==> config.mk <==
export PLATFORM = sky130hd
export DESIGN_NAME = inverse_wavelet_lifting_1d_flat
export DESIGN_NICKNAME = d
export VERILOG_FILES = /design/src/rtl/iwl_pkg.sv /design/src/rtl/iwl_pair_if.sv /design/src/rtl/iwl_sample_if.sv /design/src/rtl/iwl_datapath.sv /design/src/rtl/iwl_controller.sv /design/src/rtl/inverse_wavelet_lifting_1d.sv /design/src/flat_wrapper.sv
export SDC_FILE = /design/constraint.sdc
export NUM_CORES = 2
export LEC_CHECK = 0
export BUFFER_PORTS_ARGS = -buffer_cell sky130_fd_sc_hd__buf_2
export CAP_MARGIN = 0
export CORE_AREA = 2 2 458 687
export CTS_CLUSTER_DIAMETER = 100
export DETAILED_ROUTE_END_ITERATION = 10
export DIE_AREA = 0 0 460 689
export PLACE_DENSITY = 0.37
export SYNTH_ARGS = -nofsm -noshare
export SYNTH_HDL_FRONTEND = slang
export SYNTH_SLANG_ARGS = --single-unit
==> constraint.sdc <==
create_clock -name clk -period 10.16 [get_ports clk]
set_input_delay 2.032 -clock clk [delete_from_list [all_inputs] [get_ports clk]]
set_output_delay 2.032 -clock clk [all_outputs]
set_load 0.01 [all_outputs]
==> src/rtl/iwl_pkg.sv <==
// Shared types, constants and helper functions of the inverse lifting block.
// No dependencies; imported by the interfaces, datapath, controller, top level and testbench.
`timescale 1ns / 1ps

package iwl_pkg;

    localparam int MAX_PAIRS  = 32;
    localparam int ADDR_W     = $clog2(MAX_PAIRS);
    localparam int CNT_W      = $clog2(MAX_PAIRS + 1);
    localparam int DATA_W     = 16;
    localparam int ACC_W      = 24;
    localparam int TAP_W      = 2;
    localparam int CFG_IDX_W  = 1;
    localparam int CFG_DATA_W = 2;

    // Wavelet codes; code 3 behaves as Haar.
    localparam logic [1:0] WK_HAAR  = 2'd0;
    localparam logic [1:0] WK_CDF53 = 2'd1;
    localparam logic [1:0] WK_DD137 = 2'd2;

    // Configuration register indexes.
    localparam logic [CFG_IDX_W-1:0] REG_WAVELET = 1'b0;
    localparam logic [CFG_IDX_W-1:0] REG_EDGE    = 1'b1;

    typedef enum logic [1:0] {
        COEF_P1 = 2'd0,
        COEF_M1 = 2'd1,
        COEF_P9 = 2'd2,
        COEF_M9 = 2'd3
    } coef_t;

    // Commands from the controller to the datapath.
    typedef struct packed {
        logic              load;
        logic              cnt_clr;
        logic              rd_tap;
        logic              rd_base;
        logic              acc_en;
        logic              acc_clr;
        logic              even_we;
        logic              out_even;
        logic              out_odd;
        logic              out_err;
        logic              odd;
        logic              last_idx;
        logic [ADDR_W-1:0] idx;
        logic [TAP_W-1:0]  tap;
    } ctrl_cmd_t;

    // Status from the datapath to the controller.
    typedef struct packed {
        logic [CNT_W-1:0] count;
        logic             row_err;
        logic [1:0]       kind;
    } dp_status_t;

    // Number of neighbor taps accumulated before the base read.
    function automatic logic [2:0] tap_count(input logic [1:0] kind);
        logic [2:0] r;
        r = 3'd0;
        if (kind == WK_CDF53)
            r = 3'd2;
        else if (kind == WK_DD137)
            r = 3'd4;
        return r;
    endfunction

    // Offset of a tap from the current index.
    function automatic logic signed [2:0] tap_offset(input logic [1:0] kind,
                                                     input logic odd,
                                                     input logic [TAP_W-1:0] k);
        logic signed [2:0] r;
        r = 3'sd0;
        if (kind == WK_CDF53) begin
            if (odd)
                r = (k == 2'd0) ? 3'sd1 : 3'sd0;
            else
                r = (k == 2'd0) ? 3'sd0 : -3'sd1;
        end else if (kind == WK_DD137) begin
            unique case (k)
                2'd0: r = odd ? 3'sd2 : 3'sd1;
                2'd1: r = odd ? -3'sd1 : -3'sd2;
                2'd2: r = odd ? 3'sd1 : 3'sd0;
                2'd3: r = odd ? 3'sd0 : -3'sd1;
                default: r = 3'sd0;
            endcase
        end
        return r;
    endfunction

    // Weight of a tap.
    function automatic coef_t tap_coef(input logic [1:0] kind, input logic odd,
                                       input logic [TAP_W-1:0] k);
        coef_t r;
        r = COEF_P1;
        if (kind == WK_DD137) begin
            if (k[1])
                r = odd ? COEF_M9 : COEF_P9;
            else
                r = odd ? COEF_P1 : COEF_M1;
        end
        return r;
    endfunction

    // Edge handling: periodic wrap or replicate the edge entry.
    function automatic logic [ADDR_W-1:0] pick(input logic [ADDR_W-1:0] i,
                                               input logic signed [2:0] off,
                                               input logic [CNT_W-1:0] n,
                                               input logic rep);
        logic signed [CNT_W+1:0] j;
        logic signed [CNT_W+1:0] nn;
        logic signed [CNT_W+1:0] r;
        j  = $signed({3'b000, i}) + $signed({{(CNT_W-1){off[2]}}, off});
        nn = $signed({2'b00, n});
        if (j < 0)
            r = rep ? '0 : j + nn;
        else if (j >= nn)
            r = rep ? nn - (CNT_W+2)'(1) : j - nn;
        else
            r = j;
        return r[ADDR_W-1:0];
    endfunction

endpackage

==> src/rtl/iwl_pair_if.sv <==
// Input channel carrying one lowpass/highpass pair per item.
// Depends on iwl_pkg for the sample width.
`timescale 1ns / 1ps

interface iwl_pair_if;
    import iwl_pkg::*;
    logic                     valid;
    logic                     ready;
    logic signed [DATA_W-1:0] low_sample;
    logic signed [DATA_W-1:0] high_sample;
    logic signed [DATA_W-1:0] scale;
    logic                     last_pair;

    modport source (output valid, low_sample, high_sample, scale, last_pair, input ready);
    modport sink (input valid, low_sample, high_sample, scale, last_pair, output ready);
endinterface

==> src/rtl/iwl_sample_if.sv <==
// Output channel carrying one reconstructed sample per item.
// Depends on iwl_pkg for the sample width.
`timescale 1ns / 1ps

interface iwl_sample_if;
    import iwl_pkg::*;
    logic                     valid;
    logic                     ready;
    logic signed [DATA_W-1:0] sample;
    logic                     last_sample;
    logic                     error;

    modport source (output valid, sample, last_sample, error, input ready);
    modport sink (input valid, sample, last_sample, error, output ready);
endinterface

==> src/rtl/iwl_datapath.sv <==
// Datapath: coefficient stores, tap accumulator, lifting arithmetic, output register.
// Depends on iwl_pkg; driven by iwl_controller commands.
`timescale 1ns / 1ps

module iwl_datapath (
    input  logic                             clk,
    input  logic                             rst_n,
    input  iwl_pkg::ctrl_cmd_t               cmd,
    input  logic signed [iwl_pkg::DATA_W-1:0] low_sample,
    input  logic signed [iwl_pkg::DATA_W-1:0] high_sample,
    input  logic signed [iwl_pkg::DATA_W-1:0] scale,
    input  logic                             cfg_we,
    input  logic [iwl_pkg::CFG_IDX_W-1:0]    cfg_index,
    input  logic [iwl_pkg::CFG_DATA_W-1:0]   cfg_data,
    output iwl_pkg::dp_status_t              status,
    output logic signed [iwl_pkg::DATA_W-1:0] out_sample,
    output logic                             out_last,
    output logic                             out_error
);
    import iwl_pkg::*;

    logic signed [DATA_W-1:0] low_mem  [MAX_PAIRS];
    logic signed [DATA_W-1:0] high_mem [MAX_PAIRS];
    logic signed [DATA_W-1:0] even_mem [MAX_PAIRS];

    logic [1:0]               kind_reg;
    logic                     edge_reg;
    logic [CNT_W-1:0]         count_reg, count_next;
    logic                     ovf_reg, ovf_next;
    logic signed [DATA_W-1:0] scale_reg;
    logic signed [ACC_W-1:0]  acc_reg;
    logic signed [DATA_W-1:0] rd_low_reg, rd_high_reg, rd_even_reg;
    logic signed [DATA_W-1:0] odd_hold_reg;
    logic signed [DATA_W-1:0] out_sample_reg;
    logic                     out_last_reg, out_error_reg;

    logic                     first_pair, has_room;
    logic signed [DATA_W-1:0] eff_scale;
    logic signed [2*DATA_W-1:0] prod;
    logic [ADDR_W-1:0]        rd_addr;
    logic signed [ACC_W-1:0]  tap_data, term;
    logic signed [ACC_W-1:0]  l_ext, h_ext, lift_even, lift_odd;
    logic signed [ACC_W-1:0]  even_full, odd_full;

    // Pair load: scale from the first pair of a row, drop pairs past the store.
    always_comb
    begin
        first_pair = (count_reg == '0) && !ovf_reg;
        eff_scale  = first_pair ? scale : scale_reg;
        prod       = high_sample * eff_scale;
        has_room   = count_reg < CNT_W'(MAX_PAIRS);
        count_next = has_room ? count_reg + CNT_W'(1) : count_reg;
        ovf_next   = ovf_reg | !has_room;
    end

    assign status.count   = count_reg;
    assign status.kind    = kind_reg;
    assign status.row_err = ovf_next || ((kind_reg == WK_DD137) && (count_next < CNT_W'(2)));

    // Read address: neighbor tap with edge handling, or the current index.
    assign rd_addr = cmd.rd_base ? cmd.idx
                   : pick(cmd.idx, tap_offset(kind_reg, cmd.odd, cmd.tap), count_reg, edge_reg);

    // Weighted tap term.
    always_comb
    begin
        tap_data = cmd.odd ? ACC_W'(rd_even_reg) : ACC_W'(rd_high_reg);
        unique case (tap_coef(kind_reg, cmd.odd, cmd.tap))
            COEF_P1: term = tap_data;
            COEF_M1: term = -tap_data;
            COEF_P9: term = (tap_data <<< 3) + tap_data;
            COEF_M9: term = -((tap_data <<< 3) + tap_data);
            default: term = tap_data;
        endcase
    end

    // Lifting results from the base read and the accumulated taps.
    always_comb
    begin
        l_ext = ACC_W'(rd_low_reg);
        h_ext = ACC_W'(rd_high_reg);
        lift_even = (acc_reg + ACC_W'(2)) >>> 2;
        lift_odd  = (acc_reg + ACC_W'(1)) >>> 1;
        if (kind_reg == WK_DD137) begin
            lift_even = (acc_reg + ACC_W'(16)) >>> 5;
            lift_odd  = -((acc_reg + ACC_W'(8)) >>> 4);
        end
        if (kind_reg == WK_CDF53 || kind_reg == WK_DD137) begin
            even_full = l_ext - lift_even;
            odd_full  = h_ext + lift_odd;
        end else begin
            even_full = l_ext - h_ext;
            odd_full  = l_ext + h_ext;
        end
    end

    // Stores: one write and one registered read per cycle each.
    always_ff @(posedge clk)
    begin
        if (cmd.load && has_room) begin
            low_mem[count_reg[ADDR_W-1:0]]  <= low_sample;
            high_mem[count_reg[ADDR_W-1:0]] <= prod[DATA_W-1:0];
        end
        if (cmd.even_we)
            even_mem[cmd.idx] <= even_full[DATA_W-1:0];
        if (cmd.rd_tap || cmd.rd_base) begin
            rd_low_reg  <= low_mem[rd_addr];
            rd_high_reg <= high_mem[rd_addr];
            rd_even_reg <= even_mem[rd_addr];
        end
    end

    // Configuration and row bookkeeping.
    always_ff @(posedge clk or negedge rst_n)
    begin
        if (!rst_n) begin
            kind_reg  <= WK_CDF53;
            edge_reg  <= 1'b0;
            count_reg <= '0;
            ovf_reg   <= 1'b0;
            scale_reg <= '0;
        end else begin
            if (cfg_we) begin
                unique case (cfg_index)
                    REG_WAVELET: kind_reg <= cfg_data[1:0];
                    REG_EDGE:    edge_reg <= cfg_data[0];
                    default:     kind_reg <= kind_reg;
                endcase
            end
            if (cmd.cnt_clr) begin
                count_reg <= '0;
                ovf_reg   <= 1'b0;
            end else if (cmd.load) begin
                count_reg <= count_next;
                ovf_reg   <= ovf_next;
                if (first_pair)
                    scale_reg <= scale;
            end
        end
    end

    // Accumulator and output register.
    always_ff @(posedge clk)
    begin
        if (cmd.acc_clr)
            acc_reg <= '0;
        else if (cmd.acc_en)
            acc_reg <= acc_reg + term;
        if (cmd.out_err) begin
            out_sample_reg <= '0;
            out_last_reg   <= 1'b1;
            out_error_reg  <= 1'b1;
        end else if (cmd.out_even) begin
            out_sample_reg <= rd_even_reg;
            out_last_reg   <= 1'b0;
            out_error_reg  <= 1'b0;
            odd_hold_reg   <= odd_full[DATA_W-1:0];
        end else if (cmd.out_odd) begin
            out_sample_reg <= odd_hold_reg;
            out_last_reg   <= cmd.last_idx;
            out_error_reg  <= 1'b0;
        end
    end

    assign out_sample = out_sample_reg;
    assign out_last   = out_last_reg;
    assign out_error  = out_error_reg;

endmodule

==> src/rtl/iwl_controller.sv <==
// Controller: sequences pair loading, tap reads for even then odd samples, output and the error item.
// Depends on iwl_pkg; commands iwl_datapath.
`timescale 1ns / 1ps

module iwl_controller (
    input  logic                clk,
    input  logic                rst_n,
    input  logic                pair_valid,
    input  logic                pair_last,
    output logic                pair_ready,
    output logic                out_valid,
    input  logic                out_ready,
    input  iwl_pkg::dp_status_t status,
    output iwl_pkg::ctrl_cmd_t  cmd
);
    import iwl_pkg::*;

    typedef enum logic [8:0] {
        ST_LOAD     = 9'b000000001,
        ST_TAP_RD   = 9'b000000010,
        ST_TAP_ACC  = 9'b000000100,
        ST_BASE_RD  = 9'b000001000,
        ST_BASE_USE = 9'b000010000,
        ST_EMIT_E   = 9'b000100000,
        ST_EMIT_O   = 9'b001000000,
        ST_ERR      = 9'b010000000,
        ST_SPARE    = 9'b100000000
    } state_t;

    state_t            state_reg, state_next;
    logic [ADDR_W-1:0] idx_reg, idx_next;
    logic [TAP_W-1:0]  tap_reg, tap_next;
    logic              odd_reg, odd_next;
    logic [2:0]        ntaps;
    logic              last_idx;
    state_t            sample_start;

    assign ntaps        = tap_count(status.kind);
    assign last_idx     = {1'b0, idx_reg} == status.count - CNT_W'(1);
    assign sample_start = (ntaps != 3'd0) ? ST_TAP_RD : ST_BASE_RD;
    assign pair_ready   = (state_reg == ST_LOAD);
    assign out_valid    = (state_reg == ST_EMIT_E) || (state_reg == ST_EMIT_O)
                       || (state_reg == ST_ERR);

    // Next state and datapath commands.
    always_comb
    begin
        state_next   = state_reg;
        idx_next     = idx_reg;
        tap_next     = tap_reg;
        odd_next     = odd_reg;
        cmd          = '0;
        cmd.idx      = idx_reg;
        cmd.tap      = tap_reg;
        cmd.odd      = odd_reg;
        cmd.last_idx = last_idx;
        unique case (state_reg)
            ST_LOAD: begin
                if (pair_valid) begin
                    cmd.load = 1'b1;
                    if (pair_last) begin
                        if (status.row_err) begin
                            cmd.out_err = 1'b1;
                            state_next  = ST_ERR;
                        end else begin
                            cmd.acc_clr = 1'b1;
                            idx_next    = '0;
                            tap_next    = '0;
                            odd_next    = 1'b0;
                            state_next  = sample_start;
                        end
                    end
                end
            end
            ST_TAP_RD: begin
                cmd.rd_tap = 1'b1;
                state_next = ST_TAP_ACC;
            end
            ST_TAP_ACC: begin
                cmd.acc_en = 1'b1;
                if ({1'b0, tap_reg} == ntaps - 3'd1) begin
                    tap_next   = '0;
                    state_next = ST_BASE_RD;
                end else begin
                    tap_next   = tap_reg + TAP_W'(1);
                    state_next = ST_TAP_RD;
                end
            end
            ST_BASE_RD: begin
                cmd.rd_base = 1'b1;
                state_next  = ST_BASE_USE;
            end
            ST_BASE_USE: begin
                cmd.acc_clr = 1'b1;
                if (!odd_reg) begin
                    cmd.even_we = 1'b1;
                    if (last_idx) begin
                        odd_next = 1'b1;
                        idx_next = '0;
                    end else begin
                        idx_next = idx_reg + ADDR_W'(1);
                    end
                    state_next = sample_start;
                end else begin
                    cmd.out_even = 1'b1;
                    state_next   = ST_EMIT_E;
                end
            end
            ST_EMIT_E: begin
                if (out_ready) begin
                    cmd.out_odd = 1'b1;
                    state_next  = ST_EMIT_O;
                end
            end
            ST_EMIT_O: begin
                if (out_ready) begin
                    if (last_idx) begin
                        cmd.cnt_clr = 1'b1;
                        state_next  = ST_LOAD;
                    end else begin
                        idx_next   = idx_reg + ADDR_W'(1);
                        state_next = sample_start;
                    end
                end
            end
            ST_ERR: begin
                if (out_ready) begin
                    cmd.cnt_clr = 1'b1;
                    state_next  = ST_LOAD;
                end
            end
            default: state_next = ST_LOAD;
        endcase
    end

    always_ff @(posedge clk or negedge rst_n)
    begin
        if (!rst_n) begin
            state_reg <= ST_LOAD;
            idx_reg   <= '0;
            tap_reg   <= '0;
            odd_reg   <= 1'b0;
        end else begin
            state_reg <= state_next;
            idx_reg   <= idx_next;
            tap_reg   <= tap_next;
            odd_reg   <= odd_next;
        end
    end

endmodule

==> src/rtl/inverse_wavelet_lifting_1d.sv <==
// Inverse 1D lifting wavelet transform, top level.
// Depends on iwl_pkg, iwl_pair_if, iwl_sample_if, iwl_controller, iwl_datapath.
`timescale 1ns / 1ps

// A row of up to 32 lowpass/highpass pairs is loaded at one pair per cycle; the pair
// marked last starts reconstruction and the block then takes no input until the row's
// 2N samples (even, odd, ...) have all been taken, or the single error item of an
// overflowed row or one-pair 13/7 row. Each sample's lifting term is accumulated one
// tap at a time through the registered read port of the coefficient stores; with T
// taps (0 Haar, 2 for 5/3, 4 for 13/7) each sample reads and adds its taps, then reads
// its base entry. The even pass fills the even store, the odd pass emits each even and
// odd sample in turn. Configuration writes act on the row in progress too.
module inverse_wavelet_lifting_1d (
    input  logic                           clk,
    input  logic                           rst_n,
    iwl_pair_if.sink                       pairs,
    iwl_sample_if.source                   samples,
    input  logic                           cfg_we,
    input  logic [iwl_pkg::CFG_IDX_W-1:0]  cfg_index,
    input  logic [iwl_pkg::CFG_DATA_W-1:0] cfg_data
);
    import iwl_pkg::*;

    ctrl_cmd_t  cmd;
    dp_status_t status;

    // Sequencer.
    iwl_controller u_ctrl (
        .clk        (clk),
        .rst_n      (rst_n),
        .pair_valid (pairs.valid),
        .pair_last  (pairs.last_pair),
        .pair_ready (pairs.ready),
        .out_valid  (samples.valid),
        .out_ready  (samples.ready),
        .status     (status),
        .cmd        (cmd)
    );

    // Stores and arithmetic.
    iwl_datapath u_dp (
        .clk         (clk),
        .rst_n       (rst_n),
        .cmd         (cmd),
        .low_sample  (pairs.low_sample),
        .high_sample (pairs.high_sample),
        .scale       (pairs.scale),
        .cfg_we      (cfg_we),
        .cfg_index   (cfg_index),
        .cfg_data    (cfg_data),
        .status      (status),
        .out_sample  (samples.sample),
        .out_last    (samples.last_sample),
        .out_error   (samples.error)
    );

endmodule

==> src/flat_wrapper.sv <==
// flat-port wrapper written by rule: the top's interface ports become plain ports
module inverse_wavelet_lifting_1d_flat import iwl_pkg::*;
  (clk, rst_n, cfg_we, cfg_index, cfg_data, pairs_valid, pairs_low_sample, pairs_high_sample, pairs_scale, pairs_last_pair, pairs_ready, samples_valid, samples_sample, samples_last_sample, samples_error, samples_ready);
  iwl_pair_if pairs_i ();
  iwl_sample_if samples_i ();
  input  logic clk;
  input  logic rst_n;
  input  logic cfg_we;
  input  logic [iwl_pkg::CFG_IDX_W-1:0] cfg_index;
  input  logic [iwl_pkg::CFG_DATA_W-1:0] cfg_data;
  input wire logic [$bits(pairs_i.valid)-1:0] pairs_valid;
  input wire logic [$bits(pairs_i.low_sample)-1:0] pairs_low_sample;
  input wire logic [$bits(pairs_i.high_sample)-1:0] pairs_high_sample;
  input wire logic [$bits(pairs_i.scale)-1:0] pairs_scale;
  input wire logic [$bits(pairs_i.last_pair)-1:0] pairs_last_pair;
  output wire logic [$bits(pairs_i.ready)-1:0] pairs_ready;
  output wire logic [$bits(samples_i.valid)-1:0] samples_valid;
  output wire logic [$bits(samples_i.sample)-1:0] samples_sample;
  output wire logic [$bits(samples_i.last_sample)-1:0] samples_last_sample;
  output wire logic [$bits(samples_i.error)-1:0] samples_error;
  input wire logic [$bits(samples_i.ready)-1:0] samples_ready;
  assign pairs_i.valid = pairs_valid;
  assign pairs_i.low_sample = pairs_low_sample;
  assign pairs_i.high_sample = pairs_high_sample;
  assign pairs_i.scale = pairs_scale;
  assign pairs_i.last_pair = pairs_last_pair;
  assign pairs_ready = pairs_i.ready;
  assign samples_valid = samples_i.valid;
  assign samples_sample = samples_i.sample;
  assign samples_last_sample = samples_i.last_sample;
  assign samples_error = samples_i.error;
  assign samples_i.ready = samples_ready;
  inverse_wavelet_lifting_1d u_core (.clk(clk), .rst_n(rst_n), .pairs(pairs_i), .samples(samples_i), .cfg_we(cfg_we), .cfg_index(cfg_index), .cfg_data(cfg_data));
endmodule
; ---- Yosys cells after proc, flatten, opt, wreduce, memory -nomap -nowiden
; Memories as Yosys holds them, arrays and structs flattened. A register that Yosys moved wholly into a read port is not among the register bits.
; Index checks and enable logic that the tools add are counted.
[word_totals]
mem_count = 3
regBits = 101
mem_bits_rw = 1536
wordCells = 194
[classes]
reduce_logical = 27
order_cmp = 4
eq_ne = 26
bitwise = 4
n_mux = 93
n_mul = 1
n_addsub = 22
[memory_table]
columns = name, depth, width, rd, rd_ports_with_merged_regs, wr, line_no
row1 = u_core.u_dp.even_mem, 32, 16, 1, 1, 1, iwl_datapath.sv:24  ; logic signed [DATA_W-1:0] even_mem [MAX_PAIRS];
row2 = u_core.u_dp.high_mem, 32, 16, 1, 1, 1, iwl_datapath.sv:23  ; logic signed [DATA_W-1:0] high_mem [MAX_PAIRS];
row3 = u_core.u_dp.low_mem, 32, 16, 1, 1, 1, iwl_datapath.sv:22  ; logic signed [DATA_W-1:0] low_mem [MAX_PAIRS];
[op_table]
columns = op, count
row1 = 16-bit two-way mux, 7
row2 = 24-bit one-hot mux with 4 select lines, 1
row3 = 9-bit one-hot mux with 8 select lines, 1
row4 = 5-bit two-way mux, 12
row5 = 24-bit adder, 2
row6 = 24-bit negation, 2
row7 = 9-bit two-way mux, 5
row8 = 1-bit two-way mux, 37
row9 = 16-bit adder, 2
row10 = 16-bit subtractor, 2
row11 = 24-bit two-way mux, 1
row12 = 6-bit two-way mux, 4
row13 = "21-bit by 6-bit adder with 21-bit output, second input constant", 1
row14 = 3-bit two-way mux, 7
row15 = "20-bit by 5-bit adder with 20-bit output, second input constant", 1
row16 = "18-bit by 3-bit adder with 18-bit output, second input constant", 1
row17 = "17-bit by 2-bit adder with 17-bit output, second input constant", 1
row18 = 16-bit by 16-bit multiplier with 16-bit output, 1
row19 = 2-bit two-way mux, 8
row20 = "2-bit != test, second input constant", 8
row21 = 16-bit negation, 1
row22 = 5-bit one-hot mux with 3 select lines, 1
row23 = 4-bit two-way mux, 3
row24 = 3-bit one-hot mux with 4 select lines, 1
row25 = 41 further kinds, 67

; ---- Longest topological paths before layout
[depth]
depth_word = 11
depth_mapped = 29

; ---- Hierarchy
; A second synthesis with hierarchy kept.
[unflattened]
hier_cells = 5945
area_unflattened_um2 = 76641.0
[modules_own_cells]
columns = module, n_inst, cells_each, area_each_um2
row1 = iwl_datapath, 1, 5772, 75172.1
row2 = iwl_controller, 1, 173, 1468.9

; ---- Worst setup path before layout
; No wires, ideal clock.
[synth_timing]
kind = input to register
startpoint = in pairs_scale[4]
endpoint = mem u_core.u_dp.high_mem[0][15], data pin
required_ps = 9773
setup_ps = 387
slack_ps = 2057
path_stages = 21
t_arrival_ps = 7716
cell_sequence = mux2_2 -> clkbuf_1 -> and2_1 -> fa_1 -> inv_1 -> fa_1 -> fa_1 -> inv_1 -> fa_1 -> inv_1 -> fa_1 -> fa_1 -> xnor2_1 -> xnor2_1 -> xnor2_1 -> xnor2_1 -> xnor2_1 -> xnor2_1 -> xnor2_1 -> xnor2_1 -> xnor2_1
[synth_between]
elab_chain_len = 2
[synth_rtl]
columns = item, line_no
row1 = "start, declared", flat_wrapper.sv:14  ; input wire logic [$bits(pairs_i.scale)-1:0] pairs_scale;
row2 = 16-bit two-way mux, --
row3 = 16-bit by 16-bit multiplier with 16-bit output, iwl_datapath.sv:50  ; prod = high_sample * eff_scale;
row4 = via u_core.u_dp.prod[15], iwl_datapath.sv:39  ; logic signed [2*DATA_W-1:0] prod;
row5 = "end, declared", iwl_datapath.sv:23
; The timed path passes the listed nets, and every way through them passes these cells.

; ---- Worst setup path in the final report
[layout_timing]
startpoint = reg u_core.u_dp.count_reg[2]
endpoint = mem u_core.u_dp.high_mem[16][15], data pin
[layout_between]
elab_chain_len = 4
[layout_rtl]
columns = item, line_no
row1 = "start, declared", iwl_datapath.sv:28  ; logic [CNT_W-1:0] count_reg, count_next;
row2 = "start signal, assigned", iwl_datapath.sv:134  ; count_reg <= count_next;
row3 = 6-bit logical NOT, iwl_datapath.sv:48  ; first_pair = (count_reg == '0) && !ovf_reg;
row4 = 1-bit logical AND, iwl_datapath.sv:48
row5 = 16-bit two-way mux, --
row6 = 16-bit by 16-bit multiplier with 16-bit output, iwl_datapath.sv:50
row7 = via u_core.u_dp.prod[15], iwl_datapath.sv:39
; The timed path passes the listed nets, and every way through them passes these cells.

==> summary.txt <==
Worst setup path
  • CP Cell Sequence: or3_4 > or4b_1 > mux2_1 > nand2_1 > fa_1 > inv_1 > fa_1 > inv_1 > fa_1 > fa_1 > fa_1 > fa_1 > xnor2_1 > xnor2_1 > xnor2_1 > xnor2_1 > xnor2_1 > xnor2_1 > xnor2_1 > xnor2_1 > xnor2_2 > buf_4
  • CP bufs+invs: 3
  • Max Fanout on Critical Path: 32
  • Worst path depth: 22
  • Slowest cell on the critical path: or4b_1
  • Slowest stage delay, CP: 960 ps
  • Critical path launch point type: register
  • Cells on worst reg2reg path: 22
  • Req. time, crit path: roughly 11000 ps
  • Worst path top cell family by delay: adder cells
  • Crit path kind: reg -> reg
  • R2R Path Start: u_core.u_dp.count_reg[2]$_DFFE_PN0P_
  • Beginning of the critical path: u_core.u_dp.count_reg[2]$_DFFE_PN0P_
  • R2r endpoint: u_core.u_dp.high_mem[16][15]$_DFFE_PP_
  • Most Frequent Cell on Critical Path: xnor2_1
  • R2r setup slk: 1990 ps
  • Critical Path Sink: u_core.u_dp.high_mem[16][15]$_DFFE_PP_
  • Worst Setup End Kind: register
  • Arrival @ worst endpoint: 8810 ps

Worst hold path
  • Hold Path Class: reg -> reg

Routing
  • WL per Instance: 25.78 um
  • Number of remaining DRC errors: 0
  • Final antenna-violating net count: 0
  • Via-per-instance ratio: 4.819
  • Total number of vias: 51425
  • Final WL: 275100 um
  • Drt pass-1 iters: 5
  • 1st-iter DRT viols: 3726

GRT
  • Initial antenna violation count: 21
  • Overflow after GRT: 0
  • Met1 GRT Util: 0.2196
  • First-pass GRT wire length: 391800 um
  • Routing usage on met2: 0.3067
  • Largest net degree at the start of global routing: 156
  • Global-route usage over all layers: 0.1703
  • M3 GR Usage: 0.01491
  • Most Used Layer, Global Route: met2
  • Number of global-route vias before repair: 51033

Run
  • Max_cap viols: 0

Finish
  • Fraction of layout cells with a size suffix above 1: 0.09551
  • Area delta synth->final: 14.52%
  • NumNets Final: roughly 6800

Floorplanning
  • Rows: 251
  • Core Area: 310900 um^2
  • Die ar.: 316900 um^2
  • Initial Util: 0.2492
  • # IOs: 77
  • Die Span Y: ~690 um
  • Die W: roughly 460 um

Timing
  • Final setup TNS: 0 ps
  • RSZ-0062 raised after global routing: no
  • Tmin final: between 8000 and 9000 ps
  • Final hold vios: 0
  • Fin. max-slew vios: 0
  • F_max: 0.1224 GHz
  • Final Cycle Share: 0.8041
  • Endpoints failing setup: 0
  • Slew Limit Headroom: 0.1646
  • Worst-margin pin slew: between 1000 and 1500 ps
  • Setup Skew: ~74 ps

Logic synthesis
  • Netlist Area Pre-Place: roughly 77000 um^2
  • Net Count, Synth: 6759
  • Synth warn: 0
  • Yosys reg bits: 1681
  • Post-Syn Instances: around 6500
  • Seq/Total Area, Yosys: 0.6438
  • Syn_area_per_cell: 12.01 um^2
  • Area leader, netlist: edfxtp_1
  • Top-area cell type share of the netlist area: 0.6201
  • Ranking of synthesized cells by area: edfxtp_1 (62%), nand2_1 (7.4%), ha_1 (2.7%), fa_1 (2.2%), nand3_1 (1.9%)
  • Post-synth EDFFs: 1600
  • Top-count cell post-synth: edfxtp_1
  • Synth Flop Type: edfxtp_1
  • Commonest cells in the netlist: edfxtp_1 (1600), nand2_1 (1524), nand3_1 (296)
  • Async SR Flop Fraction: 0.02499
  • Distinct cells, synth: 101

CTS
  • Max clock buf depth: 4
  • Clock Latency Late Sink: 860 ps
  • Cts bufs inserted: between 150 and 200
  • Setup Fix Bufs, Post-CTS: 0
  • Worst-path clk slew: 60 ps
  • CTS tree: built
  • H-tree lvl count: 4
  • Cts repair resizes: 0
  • CTS Hold Buffers Added: 0
  • CTS Sinks: 1681
  • Root Buffer: clkbuf_16

Place
  • GPL Wtd Cong: ~0.82
  • Hpwl dp: around 160000 um
  • IO Port Bufs: 76

Run status
  • Status: finished clean
==> cell usage in the layout (no fill, tap or decap), types with 58 or more instances in the layout <==
cell type,netlist,final
fa_1,86,85
ha_1,166,165
edfxtp_1,1600,1600
nand4_1,59,59
and2_1,81,80
nand2_1,1524,1523
clkbuf_16,0,181
a21oi_1,223,220
buf_4,7,143
o21ai_0,167,167
mux2i_1,132,131
nor3_1,65,64
and3_1,202,201
inv_1,198,198
nor2_1,200,142
a211oi_1,107,107
buf_2,84,76
a31oi_1,155,154
xnor2_1,127,107
nand3_1,296,296
clkbuf_1,257,58
==> area by class of cell <==
class / count / area (um^2)
Antenna cell: 6 / 15.01
Clock buffer: 242 / 4788
Clock inverter: 70 / 476.7
Fill cell: 31808 / 222200
Inverter: 200 / 752.0
Multi-Input combinational cell: 4184 / 25870
Sequential cell: 1681 / 49880
Tap cell: 4048 / 5065
Timing Repair Buffer: 240 / 1874
==> stage by stage <==
step / setup WS, ps / utilization / cells / hold WS (ps) / area [um^2]
floorplan: 2057 / - / 6450 / 440.2 / 77480
global placement: 1945 / 0.2684 / 10353 / 433.2 / 83450
detailed placement: 1973 / 0.2684 / 10353 / 444.7 / 83450
CTS: 1899 / 0.2853 / 10665 / 455.4 / 88710
global route: 1527 / 0.2853 / 10666 / 470.8 / 88710
finish: 1991 / 0.2854 / 10671 / 452.5 / 88730
==> worst min path at each step <==
| stage | startpoint | endpoint | slack [ps] | cells past startpoint |
|---|---|---|---|---|
| 2_1_floorplan | u_core.u_dp.scale_reg[2]$_DFFE_PN0P_ | u_core.u_dp.scale_reg[2]$_DFFE_PN0P_ | 440 | 2 |
| 3_3_place_gp | u_core.u_dp.out_error$_SDFFE_PP1P_ | u_core.u_dp.out_error$_SDFFE_PP1P_ | 430 | 1 |
| 3_5_place_dp | u_core.u_dp.out_error$_SDFFE_PP1P_ | u_core.u_dp.out_error$_SDFFE_PP1P_ | 440 | 1 |
| 4_1_cts | u_core.u_dp.out_sample[1]$_SDFFE_PP0P_ | u_core.u_dp.out_sample[1]$_SDFFE_PP0P_ | 460 | 2 |
| 5_1_grt | u_core.u_dp.out_sample[1]$_SDFFE_PP0P_ | u_core.u_dp.out_sample[1]$_SDFFE_PP0P_ | 470 | 2 |
| 6_report | u_core.u_dp.out_sample[2]$_SDFFE_PP0P_ | u_core.u_dp.out_sample[2]$_SDFFE_PP0P_ | 450 | 2 |
==> kinds of logic (layout without fill, tap and decap cells) <==
logic type      Yosys count  after routing  synth area share
simple gates           2676           2676            0.1570
compound gates          914            914           0.07732
flops                  1681           1681            0.6438
fa+ha+maj               252            252           0.04903
xor+xnor                179            179           0.02024
mux                     163            163           0.02171
buf+inv                 585            752           0.03093
other cells               0              6                 0
==> worst register-to-register path, stage by stage, from the launching register on <==
cell,delay (ps)
dfrtp_1,550
or3_4,480
or4b_1,960
mux2_1,670
nand2_1,150
fa_1,540
inv_1,60
fa_1,550
inv_1,60
fa_1,540
fa_1,450
fa_1,540
fa_1,460
xnor2_1,150
xnor2_1,210
xnor2_1,160
xnor2_1,150
xnor2_1,160
xnor2_1,160
xnor2_1,120
xnor2_1,360
xnor2_2,170
buf_4,320
==> routing by layer <==
layer / vias to the layer above / part of all wire
met5: - / 0.000025
met4: 2 / 0.022
met3: 327 / 0.033
met2: 1061 / 0.51
met1: 26560 / 0.43
li1: 23475 / -
Power is not shown: default switching activity piles up to over one toggle a cycle in this logic, so the estimate is an artifact.
